File: config.mk
export PLATFORM = sky130hd
export DESIGN_NAME = sobnms_ctrl
export DESIGN_NICKNAME = d
export VERILOG_FILES = /design/src/sobnms_pkg.sv /design/src/sobnms_ctrl.sv
export SDC_FILE = /design/constraint.sdc
export NUM_CORES = 1
export LEC_CHECK = 0
export ABC_CLOCK_PERIOD_IN_PS = 2400
export BUFFER_PORTS_ARGS = -buffer_cell sky130_fd_sc_hd__buf_2
export CORE_AREA = 2 2 39 41
export DETAILED_ROUTE_END_ITERATION = 8
export DIE_AREA = 0 0 41 43
export PLACE_DENSITY = 0.58
export SLEW_MARGIN = 40
export SYNTH_ARGS = -nofsm -noshare
export SYNTH_HDL_FRONTEND = slang
export SYNTH_SLANG_ARGS = --single-unit
File: constraint.sdc
create_clock -name clk_i -period 2.4 [get_ports clk_i]
set_input_delay 0.48 -clock clk_i [delete_from_list [all_inputs] [get_ports clk_i]]
set_output_delay 0.48 -clock clk_i [all_outputs]
set_load 0.005 [all_outputs]
File: src/sobnms_pkg.sv
// Shared types, constants and tap tables for the Sobel non-maximum suppression core.
package sobnms_pkg;

  localparam int unsigned MaxWidthDef  = 1024;
  localparam int unsigned MaxHeightDef = 1024;
  localparam int unsigned RingRows     = 8;
  localparam int unsigned RingBits     = 3;
  localparam int unsigned CfgW         = 11;
  localparam int unsigned CfgIdxW      = 2;
  localparam int unsigned PixW         = 8;
  localparam int unsigned MagW         = 11;
  localparam int unsigned GradW        = 11;
  localparam int unsigned AbsW         = 10;
  localparam int unsigned SqW          = 20;
  localparam int unsigned EnergyW      = 21;
  localparam int unsigned TanSteepQ8   = 618;
  localparam int unsigned TanFlatQ8    = 106;

  localparam logic [CfgW-1:0]    FrameWidthRst  = 11'd640;
  localparam logic [CfgW-1:0]    FrameHeightRst = 11'd480;
  localparam logic [CfgIdxW-1:0] RegFrameWidth  = 2'd0;
  localparam logic [CfgIdxW-1:0] RegFrameHeight = 2'd1;
  localparam logic               KindPixel      = 1'b0;
  localparam logic               KindFlush      = 1'b1;

  typedef enum logic [1:0] {SectVert, SectRise, SectHorz, SectFall} sect_e;
  typedef enum logic [1:0] {PosCenter, PosN1, PosN2} pos_e;
  typedef enum logic [3:0] {
    StIdle, StCheck, StCen, StSect, StN1Go, StN1, StN2Go, StN2, StSqGo, StSq, StOut
  } state_e;

  typedef struct packed {
    logic take;
    logic en_start;
    pos_e pos;
    logic latch_center;
    logic latch_sector;
    logic cmp_n1;
    logic cmp_n2;
    logic sqrt_start;
    logic out_load;
  } cmd_t;

  typedef struct packed {
    logic due;
    logic en_done;
    logic sqrt_done;
    logic out_free;
  } status_t;

  // tap t = 3*row + col of the 3x3 window
  function automatic logic [1:0] tap_row(input logic [3:0] t);
    logic [1:0] r;
    case (t)
      4'd0, 4'd1, 4'd2: r = 2'd0;
      4'd3, 4'd4, 4'd5: r = 2'd1;
      default:          r = 2'd2;
    endcase
    return r;
  endfunction

  function automatic logic [1:0] tap_col(input logic [3:0] t);
    logic [1:0] c;
    case (t)
      4'd0, 4'd3, 4'd6: c = 2'd0;
      4'd1, 4'd4, 4'd7: c = 2'd1;
      default:          c = 2'd2;
    endcase
    return c;
  endfunction

  function automatic logic signed [2:0] gx_coef(input logic [3:0] t);
    logic signed [2:0] k;
    case (t)
      4'd0, 4'd6: k = -3'sd1;
      4'd2, 4'd8: k = 3'sd1;
      4'd3:       k = -3'sd2;
      4'd5:       k = 3'sd2;
      default:    k = 3'sd0;
    endcase
    return k;
  endfunction

  function automatic logic signed [2:0] gy_coef(input logic [3:0] t);
    logic signed [2:0] k;
    case (t)
      4'd0, 4'd2: k = -3'sd1;
      4'd6, 4'd8: k = 3'sd1;
      4'd1:       k = -3'sd2;
      4'd7:       k = 3'sd2;
      default:    k = 3'sd0;
    endcase
    return k;
  endfunction

endpackage

File: src/sobnms_ctrl.sv
// Sequencing state machine: input take, Sobel passes, compares, root and output load.
module sobnms_ctrl import sobnms_pkg::*; (
  input  logic    clk_i,
  input  logic    rst_ni,
  input  logic    in_valid_i,
  output logic    in_ready_o,
  input  status_t status_i,
  output cmd_t    cmd_o
);

  state_e state_q, state_d;

  always_comb begin
    state_d = state_q;
    case (state_q)
      StIdle:  if (in_valid_i) state_d = StCheck;
      StCheck: state_d = status_i.due ? StCen : StIdle;
      StCen:   if (status_i.en_done) state_d = StSect;
      StSect:  state_d = StN1Go;
      StN1Go:  state_d = StN1;
      StN1:    if (status_i.en_done) state_d = StN2Go;
      StN2Go:  state_d = StN2;
      StN2:    if (status_i.en_done) state_d = StSqGo;
      StSqGo:  state_d = StSq;
      StSq:    if (status_i.sqrt_done) state_d = StOut;
      StOut:   if (status_i.out_free) state_d = StIdle;
      default: state_d = StIdle;
    endcase
  end

  always_comb begin
    cmd_o      = '0;
    cmd_o.pos  = PosCenter;
    in_ready_o = 1'b0;
    case (state_q)
      StIdle: begin
        in_ready_o = 1'b1;
        cmd_o.take = in_valid_i;
      end
      StCheck: cmd_o.en_start = status_i.due;
      StCen:   cmd_o.latch_center = status_i.en_done;
      StSect:  cmd_o.latch_sector = 1'b1;
      StN1Go: begin
        cmd_o.en_start = 1'b1;
        cmd_o.pos      = PosN1;
      end
      StN1:    cmd_o.cmp_n1 = status_i.en_done;
      StN2Go: begin
        cmd_o.en_start = 1'b1;
        cmd_o.pos      = PosN2;
      end
      StN2:    cmd_o.cmp_n2 = status_i.en_done;
      StSqGo:  cmd_o.sqrt_start = 1'b1;
      StOut:   cmd_o.out_load = status_i.out_free;
      default: cmd_o = '0;
    endcase
  end

  always_ff @(posedge clk_i or negedge rst_ni) begin
    if (!rst_ni) begin
      state_q <= StIdle;
    end else begin
      state_q <= state_d;
    end
  end

endmodule

* Yosys cells after proc, flatten, opt, wreduce, memory -nomap -nowiden
Index checks and enable logic that the tools add are counted.
** Cells by class
- Muxes and demuxes :: 18
- Reduce and logical (&&, ||, !) cells :: 3
- Equal/unequal tests :: 16
** Operators by type and width (number)
- 4-bit case mux with 11 select lines :: 1
- 4-bit 2-to-1 mux :: 6
- 4-bit by 3-bit == test with 1-bit output (second input constant) :: 4
- 4-bit == test (second input constant) :: 3
- 2-bit inequality test (second input constant) :: 6
- 4-bit by 2-bit == test with 1-bit output (second input constant) :: 2
- 1-bit 2-to-1 mux :: 8
- 6-bit AND reduction :: 1
- 4-bit by 1-bit == test with 1-bit output (second input constant) :: 1
- 4-bit zero test :: 1
- 2-bit case mux with 2 select lines :: 1
- 2-bit 2-to-1 mux :: 1
- 1-bit case mux with 2 select lines :: 1
- 2-bit OR reduction :: 1
** Word-level totals
- Register bits after elaboration :: 4
- Word-level logic and storage cells :: 38

* Depth between registers and ports, before layout
- Depth in word-level cells :: 3
- Gate-level depth with buffers :: 5
- Depth with buffers taken out :: 4

* Worst setup path after synthesis
No wires, ideal clock.
- Kind :: register to output
- From :: register state_q[3]
- To :: output port cmd_o[9] in the netlist's numbering
- Path buffers :: 1
- Stages on the path, launching flop included :: 4
- Arrival time :: 1.115 ns
- Setup slack :: 0.805 ns
- Cell sequence :: dfrtp_1 clkbuf_1 nor4_1 and2_1
** RTL lines
- from (decl) :: line sobnms_ctrl.sv:11 : state_e state_q, state_d;
- from (signal assigned) :: line sobnms_ctrl.sv:61 : state_q <= StIdle;
- from (signal assigned) :: line sobnms_ctrl.sv:63 : state_q <= state_d;
- to (decl) :: line sobnms_ctrl.sv:8 : output cmd_t cmd_o

==> out/metrics.yaml <==
status: "finished, final reports clean"
wire_per_inst_um: 10.99
numCtsBuffers: 3
maxSlewViolCount: 0
antenna_cells: 0
synthArstFlopShare_pct: 100.0
crit_chain: "nand2b_1 -> nor3b_1 -> a21oi_1 -> nor2_1 -> buf_2"
synth_area_leaders: "dfrtp_1 (27%), nor3_1 (6.7%), mux2_2 (6.0%)"
drc_errors: 0
fill_cells: 162
cts_root_buf: "clkbuf_4"
antenna_left: 0
drive_above_1_share_pct: 37.88
setup-violations-final: 0
power_density_nw_per_um2: 1191
start_util_pct: 27.12
grt_max_degree: 16
drt-initial-drc-count: 3
synth_edf_count: 0
synth_seq_cells: 4
insertion_delay_ns: 0.23
drt_wl_total_um: 901
tns_ns: 0
crit_family: "simple AND/OR/NAND/NOR gates"
yosysSeqAreaShare_pct: 26.67
cts_max_level: 1
post-place-ws_ns: 0.6583
required_ns: 1.92
slew_headroom_pct: 71.03
fin_nets: 75
tightest_slew_ns: 0.4346
first_pass_iters: 4
grt_pass1_vias: 350
top_regs: "state_q: 4 flops"
port_buffers: 17
layout_min_cycle_time_ns: 1.924
hpwl_um: 681.7
synthesis.nets: 57
finalCritPeriodShare_pct: 80.18
io_pins: 18
cp-startpoint: "state_q[1]"
ys.flop_type: "dfrtp_1"
yosysUniqueCellTypes: 24
fmax_mhz: 519.6
synthTopCellsByCount: "nor2_1 (6), nor3_1 (5), dfrtp_1 (4), nand2_1 (4)"
synth.avg_cell_area_um2: 7.507
cp_slowest_cell: "dfrtp_1"
hold_buffers: 0
grt_usage_pct: 11.18
cpPeakStageDelay_ns: 0.49
worst_r2r_path_depth: 4
arrival_ns: 1.44
regMostFlops: "state_q"
place_congestion: 0.6924
worst-path-buf-inv: 1
hold_class: "in -> async"
die-height_um: 43
syn_inst: 50
hold_viol_final: 0
cts_sinks: 4
clk_pin_slew_ns: 0.04
viasPerCell: 4.878
path_class: "reg -> out"
grt_pass1_wl_um: 1352
crit_fanout: 12
setup_slack_ns: 0.4756
yosysWarnings: 0
synth_top_area_share_pct: 26.67
die_x_um: 41
ir_drop_uv: 378.2
coreArea_um2: 1384
skew_ns: 0.0008094
largest_reg_flops: 4
setup.worst_path.end_class: "output pin"
antenna_found_initial: 0
syn_area_um2: 375.4
cap_violations: 0
synth_top_cell_by_area: "dfrtp_1"
syn_to_final_growth_pct: 29.00
overflow: 0
num_vias: 400
p_leak_uw: 0.0002476
yosysMostFrequentCell: "nor2_1"
ff2ff_setup_slack_ns: 0.67
crit_path_start_kind: "flop"
r2r-start: "state_q[1]"
postCtsSetupBuffers: 0
fp-row-count: 14
r2r_end: "state_q[0]"
cts_max_path_buffers: 2
die_area_um2: 1763
post_cts_resized: 0
rsz0062_at_grt: "no"
cts_tree: "built"
==> layout by cell type (no fill, tap or decap) <==
master	n
o21ai_1	1
nand2_1	4
and2_1	1
dfrtp_1	4
nand2b_1	3
a21oi_1	3
mux2_2	2
nand3b_1	2
nor4b_1	1
nor3b_1	3
nor2_1	6
clkbuf_4	3
mux2_4	1
nor2b_1	1
o22ai_1	1
nor4_1	1
o21ai_2	1
o31a_1	1
buf_2	17
a21o_1	1
nor3_1	5
o21a_1	1
inv_1	2
or2_2	1
==> metal layers <==
layer,GRT usage [%],wire (um),part of all wire (%),vias up
met4,10.00,0,0,0
li1,-,-,-,207
met3,0,49,5.4,0
met1,15.26,395,44,183
met2,15.31,456,51,10
met5,0,0,0,-
==> worst max-delay path by stage <==
stage                       to  cells past startpoint  slack (ns)
finish                cmd_o[8]                      5        0.48
CTS                   cmd_o[8]                      5        0.47
global placement    state_q[1]                      5        0.66
floorplan             cmd_o[9]                      3        0.81
global route          cmd_o[8]                      5        0.35
detailed placement  state_q[0]                      5        0.66
==> worst reg2reg max path: stages (launching register included) <==
cell,delay (ns)
dfrtp_1,0.53
mux2_4,0.34
o31a_1,0.24
o21ai_2,0.15
mux2_2,0.35
==> through the flow <==
stage / util (%) / hold WS (ns) / instance area, um^2 / instances / power [uW]
final: 34.99 / 0.04459 / 484.2 / 82 / 576.5
after global routing: 34.99 / 0.04188 / 484.2 / 82 / 632.8
after CTS: 34.99 / 0.03986 / 484.2 / 82 / 583.3
after detailed placement: 33.36 / 0.2887 / 461.7 / 79 / 497.2
after global placement: 33.36 / 0.2864 / 461.7 / 79 / 493.2
after floorplan: - / 0.1844 / 375.4 / 50 / 414.3
==> power breakdown <==
| group | internal (uW) | switching, uW |
|---|---|---|
| Combinational | 166 | 129 |
| Clock | 55.8 | 26.0 |
| Sequential | 98.6 | 101 |
==> final cells by class <==
cell class / count / area (um^2) / area share (%)
multi-input combinational: 40 / 249.0 / 51.42
sequential: 4 / 100.1 / 20.67
tap: 16 / 20.02 / 4.134
inverter: 2 / 7.507 / 1.550
clock buffer: 3 / 22.52 / 4.651
timing repair buffer: 17 / 85.08 / 17.57
==> logic make-up (layout without fill, tap and decap cells) <==
logic type             count (synthesis)  after routing  share of synthesized area [%]
and+or+nand+nor                       28             28                          40.67
AOI/OAI and AO/OA                      9              9                          15.67
buffers and inverters                  6             22                          6.999
DFF                                    4              4                          26.67
muxes                                  3              3                          9.998
No activity file was read; power rests on OpenSTA's default activity.
